## config.mk

```make
export PLATFORM = sky130hd
export DESIGN_NAME = vfcm_sequencer
export DESIGN_NICKNAME = d
export VERILOG_FILES = /design/src/design/vfcm_pkg.sv /design/src/design/vfcm_sequencer.sv
export SDC_FILE = /design/constraint.sdc
export NUM_CORES = 1
export LEC_CHECK = 0
export ABC_AREA = 1
export BUFFER_PORTS_ARGS = -buffer_cell sky130_fd_sc_hd__buf_2
export CAP_MARGIN = 20
export CORE_AREA = 2 2 39 41
export DETAILED_ROUTE_END_ITERATION = 10
export DIE_AREA = 0 0 41 43
export GPL_TIMING_DRIVEN = 1
export PLACE_DENSITY = 0.77
export SLEW_MARGIN = 20
export SYNTH_ARGS = -nofsm -noshare
export SYNTH_HDL_FRONTEND = slang
export SYNTH_SLANG_ARGS = --single-unit
```

## constraint.sdc

```tcl
create_clock -name clk_i -period 2.6 [get_ports clk_i]
set_input_delay 0.26 -clock clk_i [delete_from_list [all_inputs] [get_ports clk_i]]
set_output_delay 0.26 -clock clk_i [all_outputs]
set_load 0.01 [all_outputs]
```

## src/design/vfcm_pkg.sv

```systemverilog
// Shared types, constants, tables and control program of the voxel face-culling mesher.
package vfcm_pkg;

  localparam int SIZE_X = 16;
  localparam int SIZE_Y = 16;
  localparam int SIZE_Z = 16;

  localparam int AREA_X      = SIZE_Y * SIZE_Z;
  localparam int AREA_Y      = SIZE_X * SIZE_Z;
  localparam int AREA_Z      = SIZE_X * SIZE_Y;
  localparam int CHUNK_CELLS = SIZE_X * SIZE_Y * SIZE_Z;
  localparam int PLANE_CELLS = 2 * (AREA_X + AREA_Y + AREA_Z);
  localparam int CHUNK_AW    = $clog2(CHUNK_CELLS);
  localparam int PLANE_AW    = $clog2(PLANE_CELLS);

  localparam int CW    = 4;
  localparam int FACES = 6;
  localparam int VERTS = 6;
  localparam int PC_W  = 4;

  localparam logic [2:0] VTX_LAST = 3'(VERTS - 1);

  // Item operations
  localparam logic [1:0] OP_WRITE_CHUNK = 2'd0;
  localparam logic [1:0] OP_WRITE_PLANE = 2'd1;
  localparam logic [1:0] OP_MESH        = 2'd2;
  localparam logic [1:0] OP_NOP         = 2'd3;

  // Block kinds
  localparam logic [1:0] KIND_AIR   = 2'd0;
  localparam logic [1:0] KIND_GRASS = 2'd1;
  localparam logic [1:0] KIND_DIRT  = 2'd2;
  localparam logic [1:0] KIND_STONE = 2'd3;

  // Directions and faces
  localparam logic [2:0] DIR_NX = 3'd0;
  localparam logic [2:0] DIR_PX = 3'd1;
  localparam logic [2:0] DIR_NY = 3'd2;
  localparam logic [2:0] DIR_PY = 3'd3;
  localparam logic [2:0] DIR_NZ = 3'd4;
  localparam logic [2:0] DIR_PZ = 3'd5;

  // Atlas rows
  localparam logic [4:0] ROW_GRASS_SIDE = 5'(0 * 6);
  localparam logic [4:0] ROW_GRASS_TOP  = 5'(1 * 6);
  localparam logic [4:0] ROW_DIRT       = 5'(2 * 6);
  localparam logic [4:0] ROW_STONE      = 5'(3 * 6);

  // Program counter layout
  localparam logic [PC_W-1:0] PC_FETCH = 4'd0;
  localparam logic [PC_W-1:0] PC_WRITE = 4'd1;
  localparam logic [PC_W-1:0] PC_MESH  = 4'd2;
  localparam logic [PC_W-1:0] PC_ADJ0  = 4'd3;
  localparam logic [PC_W-1:0] PC_WAIT  = 4'd9;
  localparam logic [PC_W-1:0] PC_EMIT0 = 4'd10;
  localparam logic [PC_W-1:0] PC_LAST  = 4'd15;

  typedef struct packed {
    logic [1:0]    op;
    logic [CW-1:0] voxel_x;
    logic [CW-1:0] voxel_y;
    logic [CW-1:0] voxel_z;
    logic [2:0]    plane_dir;
    logic [1:0]    block_kind;
  } in_item_t;

  typedef struct packed {
    logic [4:0] corner_x;
    logic [4:0] corner_y;
    logic [4:0] corner_z;
    logic [4:0] atlas_index;
    logic [2:0] face_id;
    logic       last_vertex;
  } out_item_t;

  typedef enum logic [2:0] {
    U_FETCH,
    U_WRITE,
    U_READ,
    U_WAIT,
    U_EMIT
  } uop_e;

  typedef enum logic [1:0] {
    SRC_AIR,
    SRC_CHUNK,
    SRC_PLANE
  } src_e;

  typedef struct packed {
    uop_e            uop;
    logic            rd_center;
    logic [2:0]      face;
    logic [PC_W-1:0] next_pc;
  } uword_t;

  typedef struct packed {
    uop_e       uop;
    logic       rd_center;
    logic [2:0] face;
    logic [2:0] vtx;
    logic       accept;
    logic       load;
  } ctrl_t;

  typedef struct packed {
    logic face_vis;
    logic out_free;
  } status_t;

  // Corner offsets per face and vertex: bit0 dx, bit1 dy, bit2 dz.
  localparam logic [2:0] CORNER_TAB [FACES][VERTS] = '{
    '{3'd0, 3'd4, 3'd2, 3'd2, 3'd4, 3'd6},
    '{3'd5, 3'd1, 3'd7, 3'd7, 3'd1, 3'd3},
    '{3'd4, 3'd0, 3'd5, 3'd5, 3'd0, 3'd1},
    '{3'd2, 3'd6, 3'd3, 3'd3, 3'd6, 3'd7},
    '{3'd1, 3'd0, 3'd3, 3'd3, 3'd0, 3'd2},
    '{3'd4, 3'd5, 3'd6, 3'd6, 3'd5, 3'd7}
  };

  function automatic logic [4:0] row_offset(input logic [1:0] kind, input logic [2:0] face);
    logic [4:0] row;
    row = ROW_STONE;
    if (kind == KIND_GRASS) begin
      if (face == DIR_NY) row = ROW_DIRT;
      else if (face == DIR_PY) row = ROW_GRASS_TOP;
      else row = ROW_GRASS_SIDE;
    end else if (kind == KIND_DIRT) begin
      row = ROW_DIRT;
    end
    return row;
  endfunction

  // Control store: one word per step.
  function automatic uword_t ucode(input logic [PC_W-1:0] pc);
    uword_t w;
    w.uop       = U_FETCH;
    w.rd_center = 1'b0;
    w.face      = DIR_NX;
    w.next_pc   = PC_FETCH;
    if (pc == PC_FETCH) begin
      w.uop = U_FETCH;
    end else if (pc == PC_WRITE) begin
      w.uop = U_WRITE;
    end else if (pc == PC_MESH) begin
      w.uop       = U_READ;
      w.rd_center = 1'b1;
      w.next_pc   = PC_ADJ0;
    end else if (pc < PC_WAIT) begin
      w.uop     = U_READ;
      w.face    = 3'(pc - PC_ADJ0);
      w.next_pc = pc + 4'd1;
    end else if (pc == PC_WAIT) begin
      w.uop     = U_WAIT;
      w.next_pc = PC_EMIT0;
    end else begin
      w.uop     = U_EMIT;
      w.face    = 3'(pc - PC_EMIT0);
      w.next_pc = (pc == PC_LAST) ? PC_FETCH : pc + 4'd1;
    end
    return w;
  endfunction

endpackage

```

## src/design/vfcm_sequencer.sv

```systemverilog
// Microcode sequencer: step counter, control store lookup and vertex loop counter.
module vfcm_sequencer import vfcm_pkg::*; (
  input  logic       clk_i,
  input  logic       rst_ni,
  input  logic       in_valid_i,
  input  logic [1:0] in_op_i,
  input  status_t    status_i,
  output ctrl_t      ctrl_o
);

  logic [PC_W-1:0] pc_q, pc_d;
  logic [2:0]      vtx_q, vtx_d;
  uword_t          uw;

  assign uw = ucode(pc_q);

  // Output block: decode the control word
  always_comb begin
    ctrl_o.uop       = uw.uop;
    ctrl_o.rd_center = uw.rd_center;
    ctrl_o.face      = uw.face;
    ctrl_o.vtx       = vtx_q;
    ctrl_o.accept    = (uw.uop == U_FETCH) && in_valid_i;
    ctrl_o.load      = (uw.uop == U_EMIT) && status_i.face_vis && status_i.out_free;
  end

  // Next step block
  always_comb begin
    pc_d  = uw.next_pc;
    vtx_d = vtx_q;
    case (uw.uop)
      U_FETCH: begin
        pc_d = PC_FETCH;
        if (in_valid_i) begin
          if (in_op_i == OP_MESH) pc_d = PC_MESH;
          else if (in_op_i == OP_WRITE_CHUNK || in_op_i == OP_WRITE_PLANE) pc_d = PC_WRITE;
        end
      end
      U_EMIT: begin
        if (!status_i.face_vis) begin
          pc_d = uw.next_pc;
        end else if (status_i.out_free) begin
          if (vtx_q == VTX_LAST) begin
            vtx_d = 3'd0;
            pc_d  = uw.next_pc;
          end else begin
            vtx_d = vtx_q + 3'd1;
            pc_d  = pc_q;
          end
        end else begin
          pc_d = pc_q;
        end
      end
      default: pc_d = uw.next_pc;
    endcase
  end

  always_ff @(posedge clk_i or negedge rst_ni) begin
    if (!rst_ni) begin
      pc_q  <= PC_FETCH;
      vtx_q <= 3'd0;
    end else begin
      pc_q  <= pc_d;
      vtx_q <= vtx_d;
    end
  end

endmodule

```

==> metrics.md, run 1 <==
| Metric | Value |
|---|---|
| WHS | `approximately 0.32 ns` |
| Hold_buf cts | `1` |
| Vias per inst | `between 5 and 6` |
| Worst Hold Class | `input pin to flip-flop` |
| PortBufs | `18` |
| Maxcap violations | `0` |
| Main flop type after synthesis | `dfrtp_1` |
| Pwr dens | `about 1500 nW/um^2` |
| RR Endpoint | `vtx_q[2]` |
| Net Count, Synth | `just under 100` |
| Die width | `41 um` |
| Final hold vios | `0` |
| H-Tree Depth | `1` |
| CTS buffer count | `3` |
| Area contributors post-synth | `dfrtp_1 (27%), ha_1 (12%), nand2_1 (11%), inv_1 (7.6%), nand3_4 (5.5%)` |
| Yosys warns | `0` |
| Post-route cell area | `between 700 and 800 sq um` |
| Worst stage delay on the critical path | `~0.44 ns` |
| RSZ-0062 raised after global routing | `false` |
| Initial Util | `approximately 46%` |
| Crit path max-delay cell type | `dfrtp_1` |
| R2R Setup Slk | `about 0.97 ns` |
| Buf/Inv on CP | `3` |
| Post-route setup TNS | `0 ns` |
| Seq/Total Area, Yosys | `27.3%` |
| Gr ovfl total | `0` |
| Post-Syn Area per Cell | `between 7 and 8 sq um` |
| DRT Wirelength | `approximately 1500 um` |
| CP Depth | `9` |
| Clock skew | `0.00175 ns` |
| CTS tree | `done` |
| Dpl cell area | `751 sq um` |
| I/O Pins | `19` |
| Cells after synthesis | `86` |
| Cells on worst reg2reg path | `8` |
| Setup violations, final | `0` |
| First-iteration detailed-routing DRC count | `6` |
| WS Path Type | `flip-flop to output pin` |
| Vias after detailed routing | `roughly 640` |
| Most common cell in the netlist | `nand2_1` |
| Maximum vdd drop | `roughly 0.0006 V` |
| Synth top area share | `between 20% and 30%` |
| Post-synth ARST share | `100%` |
| Resized cells post-CTS | `0` |
| Worst Setup Start Kind | `flip-flop` |
| First-pass GRT wire length | `roughly 2300 um` |
| Cell variety after synth | `22` |
| Largest net degree at the start of global routing | `8` |
| # diodes | `0` |
| Share of cells above drive strength 1 | `between 20 and 30%` |
| Area leader, netlist | `dfrtp_1` |
| Clock Sinks | `7` |
| Worst setup endpoint | `ctrl_o[7]` |
| Minimum clock period | `2.17 ns` |
| First-pass iteration count of the detailed router | `4` |
| Worst EP required | `about 2.3 ns` |
| Vias in the first global route | `approximately 570` |
| Root buffer cell | `clkbuf_4` |
| Tcrit/Tclk final | `between 80% and 90%` |
| F_max | `around 0.46 GHz` |
| Worst Tran Pin Value | `~0.26 ns` |
| DP HPWL | `approximately 1200 um` |
| P_leak | `between 0.4 and 0.5 nW` |
| Wirelength per Cell | `~12 um` |
| Crit. Startpoint | `pc_q[0]` |
| GRT Resource Usage Total | `between 10% and 20%` |
| Launch point of the worst reg-to-reg path | `pc_q[0]` |
| Die height | `around 43 um` |
| Site Rows | `14` |
| Beginning of the worst hold path | `status_i[1]` |
| Worst setup EP type | `output pin` |
| Filler cells | `~140` |
| Die ar. | `1760 sq um` |
| Top post-synthesis cells by count | `nand2_1 (19), inv_1 (13), dfrtp_1 (7), ha_1 (6), nor2_1 (6)` |
| GPL Wtd Cong | `0.816` |
| CP Max Fanout | `6` |
| CTS Buffer Depth | `2` |
| CP Cell Sequence | `inv_1 > ha_1 > nand2_2 > nand2_4 > nor2_8 > inv_2 > o22a_1 > nor2_1 > buf_2` |
| Routed Antenna Nets | `0` |
| Post-synthesis register bit count | `7` |
| Initial antenna violation count | `0` |
| Layout net count | `around 120` |
| CP delay by family, top | `simple AND/OR/NAND/NOR gates` |
| Post-synth EDFFs | `0` |
| Core area | `around 1400 sq um` |
| Synthesized area | `~640 sq um` |
| P&R area growth vs syn | `22.9%` |
| Critical Path AT | `1.91 ns` |
| DRC Markers | `0` |
| Status | `complete, no violations` |
| Slew headroom | `82.3%` |
| Skew-Pair Late Insertion Delay | `between 0.2 and 0.3 ns` |
| Setup bufs post-CTS | `0` |
| Max Slew Vio Count | `0` |
| Clock transition at path regs | `around 0.060 ns` |
## worst min path at each step
| stage | endpoint | slack [ns] | cells after the start |
|---|---|---|---|
| after floorplan | pc_q[0] | -0.04 | 0 |
| after global placement | vtx_q[2] | 0.09 | 1 |
| after detailed placement | vtx_q[2] | 0.10 | 1 |
| after CTS | pc_q[0] | 0.32 | 3 |
| after global routing | pc_q[0] | 0.33 | 3 |
| final | pc_q[0] | 0.32 | 3 |
## worst min-delay path, delay by kind of cell
kind	cells	cell delay (ns)
and+or+nand+nor	2	0.14
buffers and inverters	1	0.13
## cell type report
class	count	area [sq um]	share of cell area [%]
clock buffer	4	26.3	3.34
multi-input combinational	62	400	50.9
tap	16	20.0	2.54
sequential	7	175	22.3
inverter	17	65.1	8.27
timing repair buffer	19	100	12.7
## where the power goes
part,internal [mW],switching (mW)
clock,0.0589,0.0447
combinational,0.318,0.495
sequential,0.167,0.0826
## cell usage in the layout (no fill, tap or decap), types with 3 or more instances in the layout
cell type and instances:
nand2_1 19, buf_2 18, inv_1 13, dfrtp_1 7, nor2_1 6, ha_1 6
a21oi_1 5, nand4_1 5, inv_2 3, nand3_1 3, o21ai_0 3, clkbuf_4 3
## sequential cells by signal (all words and copies together) (netlist names)
name / cells
vtx_q: 3
pc_q: 4
## per-layer routing
metal  track usage, %  wire [um]
met1             22.1        602
met2             33.4        807
met4             4.00          0
met5                0          0
met3             6.28         56
## through the flow
step	util, %	power (mW)	setup slack [ns]	std cells
after floorplan	-	0.813	0.916	86
after global placement	54.2	1.05	0.757	120
after detailed placement	54.2	1.07	0.697	120
after CTS	56.9	1.18	0.418	125
after global routing	56.9	1.28	0.288	125
final	56.9	1.17	0.432	125
## logic make-up after synthesis
family	Yosys count	share of synthesized area, %
compound gates	15	13.9
xor+xnor	2	2.73
fa+ha+maj	6	11.7
buf+inv	17	10.2
flops	7	27.3
simple gates	39	34.2
(Power assumes the default switching activity.)
==> run 2: changes to the inputs <==
--- a/config.mk
+++ b/config.mk
@@ -5,14 +5,14 @@
 export SDC_FILE = /design/constraint.sdc
 export NUM_CORES = 1
 export LEC_CHECK = 0
-export ABC_AREA = 1
+export ABC_AREA = 0
 export BUFFER_PORTS_ARGS = -buffer_cell sky130_fd_sc_hd__buf_2
 export CAP_MARGIN = 20
 export CORE_AREA = 2 2 39 41
 export DETAILED_ROUTE_END_ITERATION = 10
 export DIE_AREA = 0 0 41 43
 export GPL_TIMING_DRIVEN = 1
-export PLACE_DENSITY = 0.77
+export PLACE_DENSITY = 0.75
 export SLEW_MARGIN = 20
 export SYNTH_ARGS = -nofsm -noshare
 export SYNTH_HDL_FRONTEND = slang
==> constraint.sdc (replaced) <==
create_clock -name clk_i -period 2 [get_ports clk_i]
set_input_delay 0.2 -clock clk_i [delete_from_list [all_inputs] [get_ports clk_i]]
set_output_delay 0.2 -clock clk_i [all_outputs]
set_load 0.01 [all_outputs]
==> run 2 against run 1 <==
  * Utilization grew 1.2 points
  * Worst setup slack lost 0.34 ns
  * Worst hold slack lost 0.0096 ns
  * Flip-flop and latch count is the same
  * Synthesized cell count shrank 23%
  * Combinational power grew 35%
  * Critical path depth shrank 3
  * Critical path type unchanged
==> metrics.md, run 2 <==
| Metric | Value |
|---|---|
| Status | `complete, no violations` |
| Pwr dens | `1930 nW/um^2 (+30%)` |
| Post-Syn Area per Cell | `9.37 sq um (+26%)` |
| Final worst slack | `0.0943 ns (-0.338 ns)` |
| Worst Tran Pin Value | `0.394 ns (+0.129 ns)` |
| Tcrit/Tclk final | `95.3%` |
| Maxcap violations | `0 (unchanged)` |
| Leading cell types in the layout, fill and taps excluded | `buf_2 (18), dfrtp_1 (6)` |
| P&R area growth vs syn | `30.0%` |
| Critical Path AT | `1.71 ns (-0.20 ns)` |
| First-pass GRT wire length | `2290 um (-0.91%)` |
| Worst setup endpoint | `ctrl_o[5]` |
| Post-synth ARST share | `100% (unchanged)` |
| Synth top area share | `28.3% (+1.0 points)` |
| Vias in the first global route | `531 (-7.5%)` |
| Worst setup EP type | `output pin` |
| # diodes | `0 (unchanged)` |
| Main flop type after synthesis | `dfrtp_1` |
| Share of cells above drive strength 1 | `44.4% (+15 points)` |
| R2R Setup Slk | `0.27 ns (-0.70 ns)` |
| Slew headroom | `73.5% (-8.8 points)` |
| Initial Util | `44.7% (-1.6 points)` |
| Top post-synthesis cells by count | `dfrtp_1 (7), ha_1 (6), inv_1 (6), nor2_1 (5)` |
| Worst slack, placed | `0.213 ns (-0.485 ns)` |
| Largest net degree at the start of global routing | `12 (+4)` |
| Top flop regs | `pc_q (4), vtx_q (3)` |
| Cells on worst reg2reg path | `6 (-2)` |
| Post-Layout Cell Count | `106 (-15%)` |
| GPL Wtd Cong | `0.748 (-8.3%)` |
| Post-synthesis register bit count | `7 (unchanged)` |
| RR Endpoint | `pc_q[2]` |
| WHS | `0.312 ns (-0.00963 ns)` |
| Post-synth EDFFs | `0 (unchanged)` |
| WS Path Type | `flip-flop to output pin` |
| Largest Register | `pc_q` |
| Cell variety after synth | `33 (+50%)` |
| Initial antenna violation count | `0 (unchanged)` |
| Setup violations, final | `0 (unchanged)` |
| Die height | `43 um (unchanged)` |
| Post-route setup TNS | `0 ns (unchanged)` |
| Most common cell in the netlist | `dfrtp_1` |
| Die ar. | `1760 sq um (unchanged)` |
| Die width | `41 um (unchanged)` |
| DRC Markers | `0 (unchanged)` |
| First-iteration detailed-routing DRC count | `17 (+11)` |
| Dpl cell area | `724 sq um (-3.5%)` |
| Post-route cell area | `803 sq um (+2.1%)` |
| Launch point of the worst reg-to-reg path | `pc_q[0]` |
| F_max | `approximately 0.52 GHz` |
| DRT Wirelength | `1520 um (+3.8%)` |
| Area contributors post-synth | `dfrtp_1 (28%), ha_1 (12%), mux2_2 (7.3%), inv_1 (3.6%), a21oi_1 (3.2%)` |
| First-pass iteration count of the detailed router | `4 (unchanged)` |
| P_leak | `0.389 nW (-14%)` |
| CP Max Fanout | `6 (unchanged)` |
| Clock transition at path regs | `0.05 ns (about the same)` |
| Synthesized area | `618 sq um (-3.5%)` |
| PortBufs | `18 (unchanged)` |
| Skew-Pair Late Insertion Delay | `0.25 ns (about the same)` |
| Filler cells | `125 (-8.8%)` |
| Crit. Startpoint | `pc_q[0]` |
| Inst Count DP | `100 (-17%)` |
| Cells after synthesis | `66 (-23%)` |
| Worst Setup Start Kind | `flip-flop` |
| Gr ovfl total | `0 (unchanged)` |
| DP HPWL | `1100 um (-9.9%)` |
| Yosys warns | `0 (unchanged)` |
| Final hold vios | `0 (unchanged)` |
| Vias per inst | `5.67 (+11%)` |
| Max reg flops | `4 (unchanged)` |
| Clock skew | `0.00194 ns (+0.000188 ns)` |
| Most common cell after layout, fill and taps aside | `buf_2` |
| Routed Antenna Nets | `0 (unchanged)` |
| Vias after detailed routing | `601 (-5.9%)` |
| Worst Hold Class | `input pin to asynchronous set/reset pin` |
| Maximum vdd drop | `0.000878 V (+47%)` |
| Site Rows | `14 (unchanged)` |
| Root buffer cell | `clkbuf_4` |
| Net Count, Synth | `79 (-20%)` |
| CTS tree | `done` |
| Area leader, netlist | `dfrtp_1` |
| I/O Pins | `19 (unchanged)` |
| Wirelength per Cell | `14.3 um (+22%)` |
| CTS Buffer Depth | `2 (unchanged)` |
| Layout net count | `104 (-15%)` |
| Worst EP required | `1.80 ns (-0.54 ns)` |
| H-Tree Depth | `1 (unchanged)` |
| Minimum clock period | `1.91 ns` |
| Max Slew Vio Count | `0 (unchanged)` |
| CTS buffer count | `3 (unchanged)` |
| Core area | `1380 sq um (unchanged)` |
| Seq/Total Area, Yosys | `28.3% (+1.0 points)` |
| GRT Resource Usage Total | `18.9% (-0.49 points)` |
| Clock Sinks | `7 (unchanged)` |
[run 2: cell count changes in the layout (fill, tap and decap cells not counted), sizes merged, moves of 2 or more]
cell	change
nand3	-4
inv	-10
a22o	+2
nand4	-4
o21ai	-4
nor2b	+2
and3	+2
o2111ai	+2
or2b	+2
buf	+3
nand2	-18
mux2	+4
[run 2: layer usage]
metal	up-vias	track usage, %	part of all wire [%]
met4	0	9.33	0
met3	0	3.66	5.9
met2	24	30.3	52
met1	283	22.8	42
li1	294	-	-
met5	-	0	0
[run 2: worst min-delay path by stage]
stage / from / end / slack [ns] / cells after the start
floorplan: rst_ni / pc_q[0] / -0.1 / 0
global placement: rst_ni / vtx_q[2] / 0.04 / 1
detailed placement: rst_ni / vtx_q[2] / 0.04 / 1
CTS: rst_ni / vtx_q[1] / 0.30 / 2
global route: rst_ni / pc_q[3] / 0.32 / 2
finish: rst_ni / vtx_q[0] / 0.31 / 2
[run 2: worst max-delay path, stage by stage (launching register included)]
cell,delay [ns]
dfrtp_1,0.38
buf_4,0.17
ha_4,0.18
o31a_1,0.30
a21oi_2,0.14
mux2_2,0.17
buf_2,0.12
[run 2: kinds of logic after synthesis]
group           share of synthesized area [%]
simple gates                             18.0
fa+ha+maj                                12.1
buf+inv                                  6.68
compound gates                           24.7
mux                                      7.29
xor+xnor                                 2.83
flops                                    28.3
[run 2: repair_timing]
item | in CTS | in global routing
pin swaps | 0 | 1
setup buffers | 0 | 1
setup endpoints to repair | 2 | 5
hold buffers | 1 | 0
resized for setup | 4 | 6
endpoints found under the hold margin | 7 | 0
[run 2: final cells by class]
class,instances,area (sq um),area share (%)
sequential,7,176,22.0
inverter,6,25.0,3.12
clock buffer,4,26.3,3.27
timing repair buffer,22,123,15.3
multi-input combinational,51,433,53.9
tap,16,20.0,2.49
[run 2: metrics by stage]
| step | util, % | power [mW] |
|---|---|---|
| 2_1_floorplan | - | 1.04 |
| 3_3_place_gp | 52.4 | 1.29 |
| 3_5_place_dp | 52.4 | 1.32 |
| 4_1_cts | 55.6 | 1.48 |
| 5_1_grt | 58.0 | 1.67 |
| 6_report | 58.0 | 1.55 |
[run 2: power by group]
group | leakage [nW] | switching (mW) | internal, mW
logic | 0.292 | 0.579 | 0.521
registers | 0.0819 | 0.105 | 0.220
clock network | 0.0150 | 0.0495 | 0.0760
total | 0.389 | 0.734 | 0.817
==> run 3: changes to the inputs <==
--- a/config.mk
+++ b/config.mk
@@ -8,11 +8,11 @@
 export ABC_AREA = 0
 export BUFFER_PORTS_ARGS = -buffer_cell sky130_fd_sc_hd__buf_2
 export CAP_MARGIN = 20
-export CORE_AREA = 2 2 39 41
+export CORE_MARGIN = 1
+export CORE_UTILIZATION = 24
 export DETAILED_ROUTE_END_ITERATION = 10
-export DIE_AREA = 0 0 41 43
 export GPL_TIMING_DRIVEN = 1
-export PLACE_DENSITY = 0.75
+export PLACE_DENSITY = 0.45
 export SLEW_MARGIN = 20
 export SYNTH_ARGS = -nofsm -noshare
 export SYNTH_HDL_FRONTEND = slang
==> run 3 against run 2 <==
  * Via count fell by 1.2%
  * Clock power barely moved
  * Global-route usage fell by 7.9 points
  * Register-to-register slack improved by 0.02 ns
  * Sequential share of layout area fell by 1.4 points
  * Worst setup slack improved by 0.033 ns
  * Non-clock buffer count rose by 5
  * Critical endpoint unchanged
  * Largest cell class unchanged
  * Largest power group unchanged
==> metrics.md, run 3 (synthesis results as in run 2) <==
| Metric | Value |
|---|---|
| Status | `complete, no violations` |
| PortBufs | `18 (unchanged)` |
| Site Rows | `18 (+4)` |
| Initial Util | `25.2% (-19 points)` |
| Final hold vios | `0 (unchanged)` |
| Core area | `2450 sq um (+77%)` |
| Worst Tran Pin Value | `0.322 ns (-0.0720 ns)` |
| Share of cells above drive strength 1 | `45.3% (+0.82 points)` |
| CP Max Fanout | `4 (-2)` |
| Worst Setup Start Kind | `flip-flop` |
| Vias in the first global route | `506 (-4.7%)` |
| R2R Setup Slk | `0.29 ns (+0.02 ns)` |
| I/O Pins | `19 (unchanged)` |
| Skew-Pair Late Insertion Delay | `0.24 ns (about the same)` |
| Layout net count | `109 (+4.8%)` |
| WHS | `0.313 ns (+0.00133 ns)` |
| P&R area growth vs syn | `37.9%` |
| Slew headroom | `78.5% (+5.1 points)` |
| F_max | `0.534 GHz (+1.7%)` |
| First-pass iteration count of the detailed router | `4 (unchanged)` |
| Post-Layout Cell Count | `125 (+18%)` |
| Cells on worst reg2reg path | `6 (unchanged)` |
| Post-route cell area | `852 sq um (+6.1%)` |
| Dpl cell area | `757 sq um (+4.5%)` |
| Pwr dens | `1850 nW/um^2 (-4.4%)` |
| Worst setup endpoint | `ctrl_o[5]` |
| Vias per inst | `4.75 (-16%)` |
| Maxcap violations | `0 (unchanged)` |
| Largest net degree at the start of global routing | `11 (-1)` |
| Clock Sinks | `7 (unchanged)` |
| GPL Wtd Cong | `0.819 (+9.5%)` |
| Most common cell after layout, fill and taps aside | `buf_2` |
| DP HPWL | `1130 um (+3.1%)` |
| GRT Resource Usage Total | `11.0% (-7.9 points)` |
| WS Path Type | `flip-flop to output pin` |
| First-pass GRT wire length | `2220 um (-3.0%)` |
| Initial antenna violation count | `0 (unchanged)` |
| DRT Wirelength | `1390 um (-8.7%)` |
| CTS tree | `done` |
| Die width | `52.8 um (+29%)` |
| Clock transition at path regs | `0.05 ns (about the same)` |
| Worst Hold Class | `input pin to asynchronous set/reset pin` |
| Power, Total | `1.57 mW (+1.4%)` |
| Gr ovfl total | `0 (unchanged)` |
| Critical Path AT | `1.67 ns (-0.04 ns)` |
| P_leak | `0.413 nW (+6.2%)` |
| Die ar. | `2780 sq um (+58%)` |
| Tcrit/Tclk final | `93.7% (-1.6 points)` |
| Top flop regs | `pc_q (4), vtx_q (3)` |
| CTS buffer count | `3 (unchanged)` |
| Worst setup EP type | `output pin` |
| Routed Antenna Nets | `0 (unchanged)` |
| Max reg flops | `4 (unchanged)` |
| First-iteration detailed-routing DRC count | `9 (-8)` |
| Wirelength per Cell | `11.1 um (-23%)` |
| DRC Markers | `0 (unchanged)` |
| Largest Register | `pc_q` |
| Root buffer cell | `clkbuf_4` |
| Worst EP required | `1.80 ns (about the same)` |
| Die height | `52.8 um (+23%)` |
| Vias after detailed routing | `594 (-1.2%)` |
| RR Endpoint | `pc_q[2]` |
| Crit. Startpoint | `pc_q[1]` |
| Inst Count DP | `116 (+16%)` |
| Maximum vdd drop | `0.000801 V (-8.7%)` |
| Leading cell types in the layout, fill and taps excluded | `buf_2 (18), buf_4 (8), dfrtp_1 (7)` |
| Clock skew | `0.00425 ns (+0.00231 ns)` |
| CTS Buffer Depth | `2 (unchanged)` |
| Launch point of the worst reg-to-reg path | `pc_q[1]` |
| H-Tree Depth | `1 (unchanged)` |
| RSZ-0062 raised after global routing | `true` |
| Setup violations, final | `0 (unchanged)` |
| Max Slew Vio Count | `0 (unchanged)` |
| # diodes | `0 (unchanged)` |
| Minimum clock period | `1.87 ns (-0.0326 ns)` |
run 3: cell types whose count changed in the layout (fill, tap and decap cells not counted), sizes merged:
cell / previous run / this run
buf: 21 / 26
run 3: how the worst min path moves through the flow:
stage | start | end | slack [ns] | cells past startpoint
2_1_floorplan | rst_ni | pc_q[0] | -0.1 | 0
3_3_place_gp | rst_ni | vtx_q[2] | 0.04 | 1
3_5_place_dp | rst_ni | vtx_q[2] | 0.04 | 1
4_1_cts | rst_ni | vtx_q[1] | 0.31 | 2
5_1_grt | in_op_i[1] | pc_q[1] | 0.30 | 3
6_report | rst_ni | vtx_q[1] | 0.31 | 2
run 3: per-stage QoR:
| stage | util (%) | setup TNS [ns] | worst slack, ns |
|---|---|---|---|
| final | 34.7 | 0 | 0.127 |
| after global routing | 34.7 | -0.00756 | -0.00756 |
| after CTS | 33.2 | 0 | 0.0221 |
| after detailed placement | 30.8 | 0 | 0.204 |
| after global placement | 30.8 | 0 | 0.217 |
| after floorplan | - | 0 | 0.277 |
run 3: power by group:
group | leakage [nW] | internal, mW | total (mW) | switching, mW
registers | 0.0828 | 0.218 | 0.279 | 0.0613
clock network | 0.0150 | 0.0758 | 0.123 | 0.0468
logic | 0.315 | 0.572 | 1.17 | 0.598
run 3: what timing repair did:
action,4_1_cts,5_1_grt
setup endpoints to repair,3,6
pin swaps,0,1
gates resized for setup,3,4
hold endpoints to repair,7,0
hold buffers,1,0
cloned,0,0
setup buffers,2,2
run 3: layer usage:
layer	up-vias	part of all wire [%]	GRT usage [%]
li1	302	-	-
met1	279	49	14.5
met2	13	47	17.1
met3	0	3.9	2.90
met4	0	0	3.95
met5	-	0	0
run 3: worst max-delay path, stage by stage (launching register included):
cell	delay, ns
dfrtp_1	0.40
inv_2	0.10
ha_1	0.23
o31a_1	0.31
a21oi_2	0.13
mux2_2	0.15
buf_2	0.11
run 3: cell type report:
type                    count  area (sq um)
well taps                  30          37.5
repair buffers             27           160
clock buffers               4          26.3
multi-input cells          51           430
flip-flops and latches      7           175
fillers                   256          1600
inverters                   6          22.5
